--- src/hw/rtl/usbsg_pkg.sv ---
`timescale 1ns / 1ps
`default_nettype none
// ----------------------------------------------------------------------------
// usbsg_pkg
// Shared types, sizes and codes for the bulk IN frame segmenter.
// ----------------------------------------------------------------------------
package usbsg_pkg;

  localparam int RING_DEPTH      = 4;
  localparam int PACKET_BYTES    = 64;
  localparam int FRAME_BYTES_MAX = 1536;
  localparam int ADDR_W          = 32;
  localparam int LEN_W           = 11;
  localparam int PLEN_W          = 7;
  localparam int MODE_W          = 2;
  localparam int IDX_W           = $clog2(RING_DEPTH);
  localparam int CNT_W           = $clog2(RING_DEPTH + 1);

  localparam logic [MODE_W-1:0] MODE_POST      = 2'd0;
  localparam logic [MODE_W-1:0] MODE_READY     = 2'd1;
  localparam logic [MODE_W-1:0] MODE_POP       = 2'd2;
  localparam logic [MODE_W-1:0] MODE_BUS_RESET = 2'd3;

  typedef struct packed {
    logic [MODE_W-1:0] mode;
    logic [ADDR_W-1:0] frame_address;
    logic [LEN_W-1:0]  frame_length;
    logic              data_pending;
  } in_item_t;

  typedef struct packed {
    logic              accepted;
    logic              packet_valid;
    logic [ADDR_W-1:0] packet_address;
    logic [PLEN_W-1:0] packet_length;
    logic              completed_valid;
    logic [LEN_W-1:0]  completed_length;
    logic              nak_enable;
  } out_item_t;

  // classified command handed from front to back
  typedef struct packed {
    logic [MODE_W-1:0] mode;
    logic [ADDR_W-1:0] address;
    logic [LEN_W-1:0]  length;
    logic              pending;
  } cmd_t;

  typedef struct packed {
    logic [CNT_W-1:0] active;
    logic [CNT_W-1:0] finished;
  } ring_status_t;

  function automatic logic [IDX_W-1:0] ring_add(input logic [IDX_W-1:0] idx,
                                                input logic [CNT_W-1:0] cnt);
    logic [CNT_W:0] s;
    s = (CNT_W+1)'(idx) + (CNT_W+1)'(cnt);
    if (s >= (CNT_W+1)'(RING_DEPTH)) s = s - (CNT_W+1)'(RING_DEPTH);
    return s[IDX_W-1:0];
  endfunction

  function automatic logic [IDX_W-1:0] ring_sub(input logic [IDX_W-1:0] idx,
                                                input logic [CNT_W-1:0] cnt);
    logic [CNT_W:0] s;
    s = (CNT_W+1)'(idx) + (CNT_W+1)'(RING_DEPTH) - (CNT_W+1)'(cnt);
    if (s >= (CNT_W+1)'(RING_DEPTH)) s = s - (CNT_W+1)'(RING_DEPTH);
    return s[IDX_W-1:0];
  endfunction

endpackage
`default_nettype wire

--- src/hw/rtl/usbsg_front.sv ---
`timescale 1ns / 1ps
`default_nettype none
// ----------------------------------------------------------------------------
// usbsg_front
// Accepts items, saturates the frame length and queues commands for the back.
// ----------------------------------------------------------------------------
module usbsg_front
  import usbsg_pkg::*;
(
  input  wire logic     clk,
  input  wire logic     rst_n,
  input  wire logic     in_valid,
  output logic          in_stall,
  input  wire in_item_t in_data,
  output logic          cmd_valid,
  output cmd_t          cmd,
  input  wire logic     cmd_take
);

  cmd_t       q_r [2];
  logic       wr_ptr_r, wr_ptr_nxt;
  logic       rd_ptr_r, rd_ptr_nxt;
  logic [1:0] count_r, count_nxt;
  logic       push;
  cmd_t       cls;

  always_comb begin
    cls.mode    = in_data.mode;
    cls.address = in_data.frame_address;
    cls.pending = in_data.data_pending;
    if (in_data.frame_length > LEN_W'(FRAME_BYTES_MAX)) begin
      cls.length = LEN_W'(FRAME_BYTES_MAX);
    end else begin
      cls.length = in_data.frame_length;
    end
  end

  assign in_stall  = (count_r == 2'd2);
  assign push      = in_valid && !in_stall;
  assign cmd_valid = (count_r != 2'd0);
  assign cmd       = q_r[rd_ptr_r];

  always_comb begin
    wr_ptr_nxt = push ? ~wr_ptr_r : wr_ptr_r;
    rd_ptr_nxt = cmd_take ? ~rd_ptr_r : rd_ptr_r;
    count_nxt  = count_r + 2'(push) - 2'(cmd_take);
  end

  always_ff @(posedge clk) begin
    if (!rst_n) begin
      wr_ptr_r <= 1'b0;
      rd_ptr_r <= 1'b0;
      count_r  <= 2'd0;
    end else begin
      wr_ptr_r <= wr_ptr_nxt;
      rd_ptr_r <= rd_ptr_nxt;
      count_r  <= count_nxt;
    end
  end

  always_ff @(posedge clk) begin
    if (push) begin
      q_r[wr_ptr_r] <= cls;
    end
  end

endmodule
`default_nettype wire

--- src/hw/rtl/usbsg_back.sv ---
`timescale 1ns / 1ps
`default_nettype none
// ----------------------------------------------------------------------------
// usbsg_back
// Descriptor ring state, packet segmentation and the result register.
// ----------------------------------------------------------------------------
module usbsg_back
  import usbsg_pkg::*;
(
  input  wire logic   clk,
  input  wire logic   rst_n,
  input  wire logic   cmd_valid,
  input  wire cmd_t   cmd,
  output logic        cmd_take,
  output logic        out_valid,
  input  wire logic   out_stall,
  output out_item_t   out_data,
  output ring_status_t status
);

  logic [ADDR_W-1:0] entry_addr_r [RING_DEPTH];
  logic [LEN_W-1:0]  entry_len_r  [RING_DEPTH];
  logic [LEN_W-1:0]  done_len_r   [RING_DEPTH];

  logic [IDX_W-1:0] head_r, head_nxt;
  logic [CNT_W-1:0] active_r, active_nxt;
  logic [CNT_W-1:0] finished_r, finished_nxt;
  logic [LEN_W-1:0] head_off_r, head_off_nxt;
  logic             nak_r, nak_nxt;
  logic             out_valid_r;
  out_item_t        out_r;

  out_item_t        res;
  logic             post_we, fin_we;
  logic [IDX_W-1:0] tail_idx, first_idx;
  logic [CNT_W:0]   occ;
  logic [LEN_W-1:0] left;
  logic             short_pkt;
  logic [PLEN_W-1:0] n;

  assign cmd_take  = cmd_valid && (!out_valid_r || !out_stall);
  assign out_valid = out_valid_r;
  assign out_data  = out_r;
  assign status    = '{active: active_r, finished: finished_r};

  assign tail_idx  = ring_add(head_r, active_r);
  assign first_idx = ring_sub(head_r, finished_r);
  assign occ       = (CNT_W+1)'(active_r) + (CNT_W+1)'(finished_r);
  assign left      = entry_len_r[head_r] - head_off_r;
  assign short_pkt = left < LEN_W'(PACKET_BYTES);
  assign n         = short_pkt ? left[PLEN_W-1:0] : PLEN_W'(PACKET_BYTES);

  always_comb begin
    head_nxt     = head_r;
    active_nxt   = active_r;
    finished_nxt = finished_r;
    head_off_nxt = head_off_r;
    nak_nxt      = nak_r;
    post_we      = 1'b0;
    fin_we       = 1'b0;
    res          = '0;
    unique case (cmd.mode)
      MODE_POST: begin
        if (occ < (CNT_W+1)'(RING_DEPTH)) begin
          post_we      = 1'b1;
          active_nxt   = active_r + CNT_W'(1);
          nak_nxt      = 1'b1;
          res.accepted = 1'b1;
        end
      end
      MODE_READY: begin
        if (active_r == '0) begin
          nak_nxt = 1'b0;
        end else if (!cmd.pending) begin
          res.packet_valid   = 1'b1;
          res.packet_address = entry_addr_r[head_r] + ADDR_W'(head_off_r);
          res.packet_length  = n;
          if (short_pkt) begin
            fin_we       = 1'b1;
            head_nxt     = ring_add(head_r, CNT_W'(1));
            active_nxt   = active_r - CNT_W'(1);
            finished_nxt = finished_r + CNT_W'(1);
            head_off_nxt = '0;
          end else begin
            head_off_nxt = head_off_r + LEN_W'(n);
          end
        end
      end
      MODE_POP: begin
        if (finished_r != '0) begin
          res.completed_valid  = 1'b1;
          res.completed_length = done_len_r[first_idx];
          finished_nxt         = finished_r - CNT_W'(1);
        end
      end
      MODE_BUS_RESET: begin
        if (active_r != '0) begin
          head_off_nxt = '0;
          nak_nxt      = 1'b1;
        end else begin
          nak_nxt = 1'b0;
        end
      end
      default: ;
    endcase
    res.nak_enable = nak_nxt;
  end

  always_ff @(posedge clk) begin
    if (!rst_n) begin
      head_r      <= '0;
      active_r    <= '0;
      finished_r  <= '0;
      head_off_r  <= '0;
      nak_r       <= 1'b0;
      out_valid_r <= 1'b0;
    end else begin
      if (cmd_take) begin
        head_r     <= head_nxt;
        active_r   <= active_nxt;
        finished_r <= finished_nxt;
        head_off_r <= head_off_nxt;
        nak_r      <= nak_nxt;
      end
      if (cmd_take) begin
        out_valid_r <= 1'b1;
      end else if (!out_stall) begin
        out_valid_r <= 1'b0;
      end
    end
  end

  always_ff @(posedge clk) begin
    if (cmd_take) begin
      out_r <= res;
    end
    if (cmd_take && post_we) begin
      entry_addr_r[tail_idx] <= cmd.address;
      entry_len_r[tail_idx]  <= cmd.length;
    end
    if (cmd_take && fin_we) begin
      done_len_r[head_r] <= entry_len_r[head_r];
    end
  end

endmodule
`default_nettype wire

--- src/hw/rtl/usb_bulk_in_frame_segmenter.sv ---
`timescale 1ns / 1ps
`default_nettype none
// ----------------------------------------------------------------------------
// usb_bulk_in_frame_segmenter
// Transmit descriptor ring that cuts posted frames into bulk IN packets.
// ----------------------------------------------------------------------------
// Each accepted item yields exactly one result item. The block sustains one
// item per clock when the output is not stalled: the front registers items
// into a two-entry command queue, and the back executes one command per cycle
// against the ring and loads the result register, so an item is registered in
// the command queue and its result then in the result register. The queue lets
// the input keep taking up to two items while a result waits on the output.
module usb_bulk_in_frame_segmenter
  import usbsg_pkg::*;
(
  input  wire logic      clk,
  input  wire logic      rst_n,
  input  wire logic      in_valid,
  output logic           in_stall,
  input  wire in_item_t  in_data,
  output logic           out_valid,
  input  wire logic      out_stall,
  output out_item_t      out_data
);

  logic         cmd_valid;
  cmd_t         cmd;
  logic         cmd_take;
  ring_status_t status;

  usbsg_front u_front (
    .clk       (clk),
    .rst_n     (rst_n),
    .in_valid  (in_valid),
    .in_stall  (in_stall),
    .in_data   (in_data),
    .cmd_valid (cmd_valid),
    .cmd       (cmd),
    .cmd_take  (cmd_take)
  );

  usbsg_back u_back (
    .clk       (clk),
    .rst_n     (rst_n),
    .cmd_valid (cmd_valid),
    .cmd       (cmd),
    .cmd_take  (cmd_take),
    .out_valid (out_valid),
    .out_stall (out_stall),
    .out_data  (out_data),
    .status    (status)
  );

`ifndef SYNTH
  a_ring_occupancy: assert property (@(posedge clk) disable iff (!rst_n)
    ((CNT_W+1)'(status.active) + (CNT_W+1)'(status.finished))
      <= (CNT_W+1)'(RING_DEPTH))
    else $error("ring occupancy exceeds depth");

  a_one_kind: assert property (@(posedge clk) disable iff (!rst_n)
    out_valid |-> $onehot0({out_data.accepted, out_data.packet_valid,
                            out_data.completed_valid}))
    else $error("result reports more than one kind of event");

  a_packet_nak: assert property (@(posedge clk) disable iff (!rst_n)
    (out_valid && out_data.packet_valid) |-> out_data.nak_enable)
    else $error("packet issued with NAK enable clear");

  a_packet_len: assert property (@(posedge clk) disable iff (!rst_n)
    (out_valid && out_data.packet_valid)
      |-> (out_data.packet_length <= PLEN_W'(PACKET_BYTES)))
    else $error("packet longer than max packet size");
`endif

endmodule
`default_nettype wire

--- config.mk ---
export PLATFORM = sky130hd
export DESIGN_NAME = usb_bulk_in_frame_segmenter
export DESIGN_NICKNAME = d
export VERILOG_FILES = /design/src/hw/rtl/usbsg_pkg.sv /design/src/hw/rtl/usbsg_front.sv /design/src/hw/rtl/usbsg_back.sv /design/src/hw/rtl/usb_bulk_in_frame_segmenter.sv
export SDC_FILE = /design/constraint.sdc
export NUM_CORES = 1
export LEC_CHECK = 0
export ABC_AREA = 1
export BUFFER_PORTS_ARGS = -buffer_cell sky130_fd_sc_hd__buf_2
export CORE_ASPECT_RATIO = 0.8
export CORE_MARGIN = 2
export CORE_UTILIZATION = 55
export CTS_BUF_LIST = sky130_fd_sc_hd__clkbuf_4
export DETAILED_ROUTE_END_ITERATION = 8
export PLACE_DENSITY = 0.8
export SLEW_MARGIN = 20
export SYNTH_ARGS = -nofsm -noshare
export SYNTH_HDL_FRONTEND = slang
export SYNTH_SLANG_ARGS = --single-unit
--- constraint.sdc ---
create_clock -name clk -period 5.2 [get_ports clk]
set_clock_uncertainty 0.2 [all_clocks]
set_input_delay 0 -clock clk [delete_from_list [all_inputs] [get_ports clk]]
set_output_delay 0 -clock clk [all_outputs]
set_load 0.02 [all_outputs]
## Word-level counts from Yosys, hierarchy flattened

Memory sizes are Yosys's and may differ from the RTL's. A register that Yosys moved wholly into a read port is not among the register bits.
Index checks and enable logic that the tools add are counted.

- Bits in registers: 79
- Memory bits (writable): 308
- Word-level logic and storage cells: 128
- Output and inout bits: 56
- Memories: 4
- Input bits: 50

Memories:

| name | words | width | rd ports | clocked after Yosys merged registers in | wr ports | RTL line | RTL |
|---|---|---|---|---|---|---|---|
| u_back.entry_addr_r | 4 | 32 | 1 | 1 | 1 | usbsg_back.sv:21 | `logic [ADDR_W-1:0] entry_addr_r [RING_DEPTH];` |
| u_front.q_r | 2 | 46 | 1 | 1 | 1 | usbsg_front.sv:20 | `cmd_t q_r [2];` |
| u_back.done_len_r | 4 | 11 | 1 | 0 | 1 | usbsg_back.sv:23 | `logic [LEN_W-1:0] done_len_r [RING_DEPTH];` |
| u_back.entry_len_r | 4 | 11 | 1 | 1 | 1 | usbsg_back.sv:22 | `logic [LEN_W-1:0] entry_len_r [RING_DEPTH];` |

- Multiplexer cells: 46
- Reduce and logical (&&, ||, !) cells: 23
- Order comparisons: 6
- Equality and inequality tests: 11
- $add $sub $neg: 17
- Bitwise gates (word level): 5

Operators with widths:

| operator | count |
|---|---|
| 2-to-1 mux 11 bit | 5 |
| 2-to-1 mux 40 bit | 1 |
| adder 32 x 11 -> 32 bit | 1 |
| 2-to-1 mux 3 bit | 8 |
| one-hot mux 11 bit (2 select lines) | 1 |
| 2-to-1 mux 1 bit | 19 |
| 2-to-1 mux 2 bit | 7 |
| 2-to-1 mux 12 bit | 1 |
| one-hot mux 3 bit (2 select lines) | 2 |
| AND reduction 6 bit | 2 |
| adder 11 x 7 -> 11 bit | 1 |
| greater-than comparator 11 bit (second input constant) | 1 |
| < comparator 11 x 7 -> 1 bit (second input constant) | 1 |
| subtractor 11 bit | 1 |
| != test 2 x 1 -> 1 bit (second input constant) | 5 |
| AND reduction 5 bit | 2 |
| greater-or-equal comparator 4 x 3 -> 1 bit (second input constant) | 2 |
| nonzero test 2 bit | 4 |
| 2-to-1 mux 7 bit | 1 |
| adder 3 x 1 -> 3 bit (second input constant) | 2 |
| == test 2 bit (second input constant) | 3 |
| nonzero test 3 bit | 2 |
| subtractor 2 x 1 -> 2 bit (second input constant) | 3 |
| subtractor 3 x 1 -> 3 bit (second input constant) | 2 |
| 21 further kinds | 31 |

## Depth between registers and ports, before layout

Gate-level depths: netlist (run 1).

- Depth after elaboration: 9
- Depth in mapped cells: 37
- Mapped depth without buffers: 32

## By module

From an unflattened synthesis (run 1), not the netlist that was laid out.

- Cell total of the unflattened synthesis: 1364
- Area total of the unflattened synthesis: 16985.0 um^2

Modules (own cells, without submodules):

| module | seq. area each (um^2) | cells each | area an instance (um^2) | instances |
|---|---|---|---|---|
| usbsg_back | 8568.2 | 1163 | 13128.8 | 1 |
| usbsg_front | 2862.7 | 201 | 3856.2 | 1 |

## Least setup slack after synthesis (run 1)

No wires, ideal clock.

- Path kind: flip-flop to flip-flop
- Start point: register u_back.out_valid_r, in the netlist u_back.out_valid
- End point: memory u_back.entry_addr_r[0][0], enable pin
- Required time: 4503 ps
- Cell stages (with the launch flop): 6
- Path slack: -522 ps
- Clock period less this slack: 5722 ps
- Buffers on the path: 0
- Library setup time: 497 ps
- Arrival time: 5025 ps
- Path through: dfxtp_1 > nand2_1 > o21ai_0 > inv_1 > nand2_1 > nor3_1

- Cells in the longest elaborated chain, start to end: 6

Ends and longest elaborated chain:

| what | RTL line | RTL |
|---|---|---|
| from (decl) | usbsg_back.sv:30 | `logic out_valid_r;` |
| from (signal assigned) | usbsg_back.sv:116 | `out_valid_r <= 1'b0;` |
| from (signal assigned) | usbsg_back.sv:126 | `out_valid_r <= 1'b1;` |
| from (signal assigned) | usbsg_back.sv:128 | `out_valid_r <= 1'b0;` |
| logical NOT 1 bit | usbsg_back.sv:41 | `assign cmd_take = cmd_valid && (!out_valid_r \|\| !out_stall);` |
| logical OR 1 bit | usbsg_back.sv:41 |  |
| logical AND 1 bit | usbsg_back.sv:41 |  |
| via cmd_take | usb_bulk_in_frame_segmenter.sv:28 | `logic cmd_take;` |
| logical AND 1 bit | usbsg_back.sv:137 | `if (cmd_take && post_we) begin` |
| 2-to-1 mux 1 bit | usbsg_back.sv:137 |  |
| 2-to-1 mux 1 bit (implied by the code) | usbsg_back.sv:138 | `entry_addr_r[tail_idx] <= cmd.address;` |
| to (decl) | usbsg_back.sv:21 |  |

The timed path passes the listed nets, and every way through them passes these cells.

==> qor.csv, run 1 <==
metric;value;unit
most common cell after layout, fill and taps aside;nand2_1;
Area contributors post-synth;edfxtp_1 (65%), nand2_1 (8.3%), dfxtp_1 (3.3%);
row count;57;
worst path arrival time;5.20;ns
crit path kind;flop to flop;
most frequent cells in the layout;nand2_1 (369), edfxtp_1 (362), nor2_1 (140);
initial drt markers;1174;
Worst VDD drop;0.000237;V
share of post-route cells with drive strength above 1;0.184;
hold endpoint;u_back.head_off_r[5];
number of synthesized flops with an enable pin;362;
Fin. Hold Viols;0;
actual slew at the worst max-slew pin;0.944;ns
CP max stage delay;0.54;ns
drt first pass iters;6;
Syn Nets;1548;
total gr overflow;0;
Yosys cell types;57;
final critical-path required period;4.74;ns
top cell type's share of synthesized area;0.650;
critical path peak fanout;26;
final-stage net count;1827;
Post-Syn Area per Cell;11.5;um^2
DRC viols;0;
sequential area share after synthesis;0.683;
die area;0.0318;mm^2
CTS clk-pin slew, worst paths;0.07;ns
post-synthesis register bit count;390;
slowest CP cell;dfxtp_2;
port bufs;105;
clk root buf;clkbuf_4;
via count;11900;
initial antenna violation count;1;
Die H;160;um
Final Slew Violations;0;
die width;199;um
hold crit path type;primary input to flop;
worst slack, placed;0.244;ns
GR Util All Layers;0.244;
top_reg_cell synth;edfxtp_1;
H-tree Lvls;3;
Max Cap Viol;0;
CP Data Required Time;5.66;ns
Final ANT Viol Nets;0;
num ports;106;
cts bufs inserted;92;
largest net degree at the start of global routing;67;
TritonCTS Sinks;390;
clk_lat worst skew;0.76;ns
Worst Setup Start Kind;flop;
wire per inst;17.0;um
pwr dens;431;mW/mm^2
overall routed net length;37800;um
r2r setup slk;0.46;ns
RSZ-0062 raised after global routing;false;
first-pass GRT wire length;60100;um
hpwl dp;23400;um
Worst R2R End;u_back.head_off_r[10];
Tcrit/Tclk final;0.911;
DR vias/cell;5.34;
setup TNS;0;ns
Relative slew margins;0.370;
synthesized cell area;0.0167;mm^2
Initial Util;0.555;
Post-Syn Instances;1455;
Static Leakage;7.98;nW
vias in the first global route;11400;
CP Capture Type;flop;
R2R cell count;28;
Core Area;0.0302;mm^2
Synth area leader;edfxtp_1;
CTS tree;built;
Ys Warns;0;
Hold Crit Start;rst_n;
gp weighted congestion;0.952;
Top cell by count, worst path;nand2_1;
Setup WS post-layout;0.461;ns
clk buf depth;3;
Hold Path Depth;4;
ys async rst share;0;
status;finished clean;
Area Growth Syn to Fin;19.8;%
# setup viols final;0;
Max Freq;0.211;GHz
-- worst max-delay path, delay by kind of cell, from the launching register on --
kind / cells / cell delay [ns]
buffers and inverters: 3 / 0.62
DFF: 1 / 0.54
adders and majority gates: 2 / 0.68
and+or+nand+nor: 17 / 1.56
AOI/OAI and AO/OA: 6 / 1.08
-- worst max path at each step --
stage	from	slack (ns)	cells past startpoint	to
2_1_floorplan	u_back.out_valid	-0.52	5	u_back.entry_addr_r[0][0]
3_3_place_gp	flop	0.45	31	u_back.head_off_r[10]
3_5_place_dp	flop	0.24	31	u_back.head_off_r[10]
4_1_cts	flop	0.23	31	u_back.head_off_r[10]
5_1_grt	flop	0.05	27	u_back.head_off_r[10]
6_report	flop	0.46	28	u_back.head_off_r[10]
-- per-stage QoR --
stage	power (W)	hold slack, ns	util	std cells	area [um^2]
6_report	0.00864	0.0800	0.664	2222	20000
5_1_grt	0.00908	0.0906	0.664	2222	20000
4_1_cts	0.00866	0.0138	0.663	2219	20000
3_5_place_dp	0.00608	-0.00786	0.589	1950	17800
3_3_place_gp	0.00603	-0.0131	0.589	1950	17800
2_1_floorplan	0.00544	-0.101	-	1455	16700
-- what timing repair did --
action,4_1_cts,5_1_grt
gates resized for setup,0,10
setup buffers,0,2
hold endpoints to repair,131,0
hold buffers,101,0
setup endpoints to repair,0,4
-- registers in the layout, summed over array words and instances (netlist names), named ones only --
signal               flops
u_front.wr_ptr_r         1
u_back.out_valid         1
u_front.q_r             92
u_back.head_r            2
u_back.out_data         54
u_front.rd_ptr_r         1
u_back.entry_len_r      44
u_front.count_r          2
u_back.head_off_r       11
u_back.finished_r        3
u_back.nak_r             1
u_back.done_len_r       44
u_back.active_r          3
u_back.entry_addr_r    128
-- metal layers --
metal | GRT usage | up-vias | wire [um] | share of wire
li1 | - | 5703 | - | -
met1 | 0.358 | 5517 | 17100 | 0.45
met2 | 0.361 | 548 | 16500 | 0.44
met3 | 0.0528 | 95 | 3270 | 0.086
met4 | 0.0868 | 0 | 974 | 0.026
met5 | 0 | - | 0 | 0
-- logic make-up after synthesis --
group,count (synthesis),share of synthesized area
XOR/XNOR,14,0.00733
multiplexers,1,0.000598
adder cells (fa/ha/maj),43,0.0344
buffers and inverters,168,0.0423
AO/OA/AOI/OAI,234,0.0846
AND/OR/NAND/NOR,605,0.148
flip-flops,390,0.683
-- final cells by class --
type | instances | area [um^2]
Timing Repair Buffer | 235 | 1750
Clock buffer | 139 | 1040
Inverter | 118 | 448
Fill cell | 2173 | 10100
Multi-Input combinational cell | 897 | 4650
Sequential cell | 390 | 11400
Antenna cell | 1 | 2.50
Clock inverter | 29 | 190
Tap cell | 413 | 517
-- synth_stat cells, types with 9 or more instances --
cell      number
edfxtp_1     362
nand2_1      369
ha_1          38
nand3_1       37
clkbuf_1      28
inv_1        110
nor2_1       144
o22ai_1       22
a311oi_1      11
xor2_1         9
dfxtp_1       28
a21oi_1       71
o21ai_0       88
nor3_1        16
-- report_power, final --
| group | leakage, nW | internal [W] | switching (W) | total, W |
|---|---|---|---|---|
| Combinational | 3.68 | 0.000518 | 0.00139 | 0.00191 |
| Sequential | 3.58 | 0.00410 | 0.000113 | 0.00421 |
| Clock | 0.726 | 0.00133 | 0.00119 | 0.00253 |
| Total | 7.98 | 0.00595 | 0.00269 | 0.00864 |
Power figures use the tool's default switching activity.
==> inputs of run 2 (changes only) <==
--- a/config.mk
+++ b/config.mk
@@ -7,12 +7,14 @@
 export LEC_CHECK = 0
 export ABC_AREA = 1
 export BUFFER_PORTS_ARGS = -buffer_cell sky130_fd_sc_hd__buf_2
+export CELL_PAD_IN_SITES_DETAIL_PLACEMENT = 2
+export CELL_PAD_IN_SITES_GLOBAL_PLACEMENT = 2
 export CORE_ASPECT_RATIO = 0.8
 export CORE_MARGIN = 2
-export CORE_UTILIZATION = 55
+export CORE_UTILIZATION = 39
 export CTS_BUF_LIST = sky130_fd_sc_hd__clkbuf_4
 export DETAILED_ROUTE_END_ITERATION = 8
-export PLACE_DENSITY = 0.8
+export PLACE_DENSITY = 0.83
 export SLEW_MARGIN = 20
 export SYNTH_ARGS = -nofsm -noshare
 export SYNTH_HDL_FRONTEND = slang
==> qor.csv, run 2 (synthesis results as in run 1) <==
metric;value;unit;change
wire per inst;27.7;um;+62%
vias in the first global route;14400;;+26%
Tcrit/Tclk final;0.958;;+0.0464
TritonCTS Sinks;390;;unchanged
final critical-path required period;4.98;ns;+0.241 ns
most frequent cells in the layout;nand2_1 (368), edfxtp_1 (362), clkbuf_4 (155);;
setup TNS;0;ns;unchanged
CP Data Required Time;5.80;ns;+0.14 ns
hpwl dp;36600;um;+57%
Largest register FFs;128;;unchanged
overall routed net length;65900;um;+74%
worst slack, placed;-0.110;ns;-0.353 ns
cts bufs inserted;100;;+8.7%
first-pass GRT wire length;94400;um;+57%
Die H;189;um;+18%
Initial Util;0.398;;-0.157
initial drt markers;1176;;+0.17%
most common cell after layout, fill and taps aside;nand2_1;;
hold crit path type;primary input to flop;;
GR Util All Layers;0.286;;+0.0422
status;finished clean;;
CP delay by family, top;simple AND/OR/NAND/NOR gates;;
Max Cap Viol;0;;unchanged
Hold Crit Start;in_data[14];;
# setup viols final;0;;unchanged
pwr dens;464;mW/mm^2;+7.6%
CP Buf/Inv Count;3;;unchanged
gp weighted congestion;0.835;;-12%
hold endpoint;u_front.q_r[1][14];;
CP max stage delay;0.58;ns;+0.04 ns
via count;13400;;+13%
Area Growth Syn to Fin;21.8;%;
Relative slew margins;0.381;;+0.0108
Largest Register;u_back.entry_addr_r;;
Worst Setup Start Kind;flop;;
Setup WS post-layout;0.219;ns;-0.241 ns
Final Util;0.484;;-0.180
Final ANT Viol Nets;0;;unchanged
Final Slew Violations;0;;unchanged
worst path arrival time;5.58;ns;+0.38 ns
drt first pass iters;5;;-1
Core Area;0.0421;mm^2;+39%
Worst R2R End;u_back.head_off_r[10];;
Hold Path Depth;3;;-1
actual slew at the worst max-slew pin;0.925;ns;-0.0188 ns
DR vias/cell;5.64;;+5.7%
row count;67;;+18%
Finished Layout Cells;2382;;+7.2%
critical path peak fanout;22;;-15%
DRC viols;0;;unchanged
CTS clk-pin slew, worst paths;0.09;ns;+0.02 ns
Static Leakage;8.05;nW;+0.82%
port bufs;105;;unchanged
share of post-route cells with drive strength above 1;0.196;;+0.0129
total gr overflow;0;;unchanged
slowest CP cell;o22ai_1;;
num ports;106;;unchanged
Fin. Hold Viols;0;;unchanged
die area;0.0446;mm^2;+40%
clk buf depth;3;;unchanged
final hold slack;0.222;ns;+0.142 ns
crit path kind;flop to flop;;
CTS tree;built;;
H-tree Lvls;3;;unchanged
die width;236;um;+18%
Max Freq;0.201;GHz;-4.8%
CP Capture Type;flop;;
cell total after placement;2091;;+7.2%
Top cell by count, worst path;nand2_1;;
initial antenna violation count;2;;+1
clk root buf;clkbuf_4;;
Worst VDD drop;0.000237;V;about the same
final-stage net count;1838;;+0.60%
r2r setup slk;0.22;ns;-0.24 ns
clk_lat worst skew;0.90;ns;+0.14 ns
largest net degree at the start of global routing;60;;-10%
Largest regs;u_back.entry_addr_r: 128 flops, u_front.q_r: 92 flops, u_back.out_data: 54 flops;;
R2R cell count;28;;unchanged
run 2: cell types whose count changed in the layout (fill, tap and decap cells not counted), sizes merged:
cell / previous run / this run
clkbuf: 139 / 155
bufinv: 2 / 0
clkinvlp: 1 / 3
diode: 1 / 3
dlygate4sd3: 101 / 103
buf: 134 / 135
run 2: worst max path at each step:
stage	startpoint	end	cells past startpoint	slack (ns)
after floorplan	u_back.out_valid	u_back.entry_addr_r[0][0]	5	-0.52
after global placement	flop	u_back.head_off_r[10]	31	0.39
after detailed placement	flop	u_back.head_off_r[10]	32	-0.11
after CTS	flop	u_back.head_off_r[10]	32	0.06
after global routing	flop	u_back.head_off_r[10]	29	-0.17
final	flop	u_back.head_off_r[10]	28	0.22
run 2: what timing repair did:
item / 4_1_cts / 5_1_grt
gates resized for setup: 7 / 18
pin swaps: 0 / 2
buffers inserted: 0 / 1
endpoints found under the hold margin: 215 / 0
setup endpoints to repair: 3 / 5
hold buffers: 103 / 0
run 2: layout make-up:
| class | instances | area, um^2 |
|---|---|---|
| well taps | 552 | 691 |
| repair buffers | 238 | 1790 |
| diodes | 3 | 7.51 |
| inverters | 118 | 453 |
| clock inverters | 29 | 135 |
| fillers | 4263 | 21700 |
| multi-input cells | 897 | 4710 |
| flip-flops and latches | 390 | 11400 |
| clock buffers | 155 | 1160 |
run 2: power breakdown:
| part | switching (W) | internal, W | leakage [nW] |
|---|---|---|---|
| Clock | 0.00156 | 0.00136 | 0.766 |
| Sequential | 0.000180 | 0.00411 | 3.58 |
| Combinational | 0.00173 | 0.000522 | 3.70 |
run 2: layer usage:
metal	wire, um	track usage	vias up
met5	0	0	-
met4	2560	0.108	0
li1	-	-	5710
met3	4080	0.0525	188
met1	26400	0.355	6859
met2	32900	0.499	688
run 2: through the flow:
step | area, um^2 | total power [W]
6_report | 20400 | 0.00946
5_1_grt | 20400 | 0.00981
4_1_cts | 20300 | 0.00923
3_5_place_dp | 17900 | 0.00632
3_3_place_gp | 17900 | 0.00607
2_1_floorplan | 16700 | 0.00544
run 2: worst reg2reg max path: cells and delay by family, from the launching register on:
kind | cells | cell delay (ns)
simple gates | 17 | 1.88
compound gates | 6 | 1.42
fa+ha+maj | 2 | 0.65
flops | 1 | 0.41
buf+inv | 3 | 0.35
==> inputs of run 3 (changes only) <==
--- a/config.mk
+++ b/config.mk
@@ -14,6 +14,7 @@
 export CORE_UTILIZATION = 39
 export CTS_BUF_LIST = sky130_fd_sc_hd__clkbuf_4
 export DETAILED_ROUTE_END_ITERATION = 8
+export HOLD_SLACK_MARGIN = 0.15
 export PLACE_DENSITY = 0.83
 export SLEW_MARGIN = 20
 export SYNTH_ARGS = -nofsm -noshare
==> constraint.sdc (replaced) <==
create_clock -name clk -period 5.2 [get_ports clk]
set_clock_uncertainty 0.2 [all_clocks]
set_input_delay 0.52 -clock clk [delete_from_list [all_inputs] [get_ports clk]]
set_output_delay 0.52 -clock clk [all_outputs]
set_load 0.02 [all_outputs]
==> qor.csv, run 3 (synthesis results as in run 1) <==
metric;value;unit;change
Worst VDD drop;0.000258;V;+8.9%
port bufs;105;;unchanged
Relative slew margins;0.426;;+0.0450
crit path kind;flop to flop;;
CTS tree;built;;
Die H;189;um;unchanged
die area;0.0446;mm^2;unchanged
actual slew at the worst max-slew pin;0.852;ns;-0.0731 ns
DP Area;0.0179;mm^2;unchanged
Final Util;0.479;;-0.00535
GR Util All Layers;0.260;;-0.0254
Largest Register;u_back.entry_addr_r;;
Max Cap Viol;0;;unchanged
H-tree Lvls;3;;unchanged
pwr dens;455;mW/mm^2;-2.0%
CTS clk-pin slew, worst paths;0.08;ns;about the same
final hold slack;0.224;ns;+0.00186 ns
clk root buf;clkbuf_4;;
initial drt markers;814;;-31%
final-stage net count;1815;;-1.3%
gp weighted congestion;0.829;;-0.62%
hpwl dp;36800;um;+0.43%
vias in the first global route;14200;;-1.9%
clk_lat worst skew;0.91;ns;about the same
Final ANT Viol Nets;0;;unchanged
Worst Setup Start Kind;flop;;
DR vias/cell;5.38;;-4.7%
Top cell by count, worst path;nand2_1;;
most common cell after layout, fill and taps aside;nand2_1;;
total gr overflow;0;;unchanged
slowest CP cell;o22ai_1;;
Final Slew Violations;0;;unchanged
Layout fillers;4312;;+1.1%
die width;236;um;unchanged
DRC viols;0;;unchanged
largest net degree at the start of global routing;60;;unchanged
CP max stage delay;0.56;ns;-0.02 ns
Largest register FFs;128;;unchanged
Hold Crit Start;in_data[26];;
Finished Layout Cells;2358;;-1.0%
setup TNS;0;ns;unchanged
via count;12700;;-5.6%
Area Growth Syn to Fin;20.4;%;
Fin. Hold Viols;0;;unchanged
first-pass GRT wire length;87500;um;-7.3%
cell total after placement;2091;;unchanged
Largest regs;u_back.entry_addr_r: 128 flops, u_front.q_r: 92 flops, u_back.out_data: 54 flops;;
wire per inst;24.6;um;-11%
final instance area;0.0202;mm^2;-1.1%
CP Data Required Time;5.75;ns;-0.05 ns
final critical-path required period;4.91;ns;-0.0756 ns
clk buf depth;3;;unchanged
Initial Util;0.398;;unchanged
hold crit path type;primary input to flop;;
status;finished clean;;
CP Capture Type;flop;;
worst path arrival time;5.46;ns;-0.12 ns
drt first pass iters;6;;+1
Core Area;0.0421;mm^2;unchanged
overall routed net length;58000;um;-12%
share of post-route cells with drive strength above 1;0.193;;-0.00393
TritonCTS Sinks;390;;unchanged
Hold Path Depth;2;;-1
Max Freq;0.204;GHz;+1.5%
cts bufs inserted;99;;-1.0%
num ports;106;;unchanged
Static Leakage;7.95;nW;-1.3%
R2R cell count;28;;unchanged
row count;67;;unchanged
most frequent cells in the layout;nand2_1 (368), edfxtp_1 (362), clkbuf_4 (143);;
Tcrit/Tclk final;0.943;;-0.0145
initial antenna violation count;2;;unchanged
# setup viols final;0;;unchanged
critical path peak fanout;12;;-45%
run 3: changes by cell type in the layout (fill, tap and decap cells not counted), moves of 2 or more:
cell / delta
nand3_1: +2
dlygate4sd3_1: -23
clkbuf_4: -12
nand3_2: -2
clkinv_4: +2
clkinv_1: +6
bufinv_16: +2
run 3: layout make-up:
cell class | count | area, um^2 | share of cell area
antenna | 4 | 10.0 | 0.000497
clock buffer | 143 | 1070 | 0.0533
clock inverter | 38 | 224 | 0.0111
inverter | 118 | 458 | 0.0227
multi-input combinational | 897 | 4690 | 0.233
sequential | 390 | 11400 | 0.567
tap | 552 | 691 | 0.0343
timing repair buffer | 216 | 1570 | 0.0779
run 3: critical path, delay by kind of cell, from the launching register on:
kind	cells	cell delay (ns)
and+or+nand+nor	16	1.76
AOI/OAI and AO/OA	6	1.31
buffers and inverters	4	0.42
DFF	1	0.49
adders and majority gates	2	0.62
run 3: path summary, 6_finish.rpt:
path,slack (ns),to
setup / recovery,0.29,u_back.head_off_r[10]
hold / removal,0.22,u_front.q_r[1][26]
setup reg to reg,0.29,u_back.head_off_r[10]
hold reg to reg,0.31,u_front.count_r[1]
run 3: through the flow:
step                      total power [W]  setup WS [ns]
after floorplan                   0.00544         -0.656
after global placement            0.00607          0.392
after detailed placement          0.00632         -0.144
after CTS                         0.00915         0.0621
after global routing              0.00960        -0.0790
final                             0.00917          0.295
run 3: timing repair:
| action | 4_1_cts | 5_1_grt |
|---|---|---|
| gates resized for setup | 6 | 18 |
| hold buffers | 80 | 0 |
| pin swaps | 0 | 2 |
| setup buffers | 0 | 2 |
| hold endpoints to repair | 115 | 0 |
| setup endpoints to repair | 2 | 5 |
run 3: power breakdown:
| part | internal [W] | switching [W] |
|---|---|---|
| logic | 0.000504 | 0.00163 |
| registers | 0.00411 | 0.000158 |
| clock network | 0.00137 | 0.00140 |
run 3: routing by layer:
metal	vias up	wire, um	track usage
met2	402	29200	0.452
met3	92	2580	0.0462
met5	-	0	0
li1	5662	-	-
met1	6530	25000	0.333
met4	0	1270	0.0804
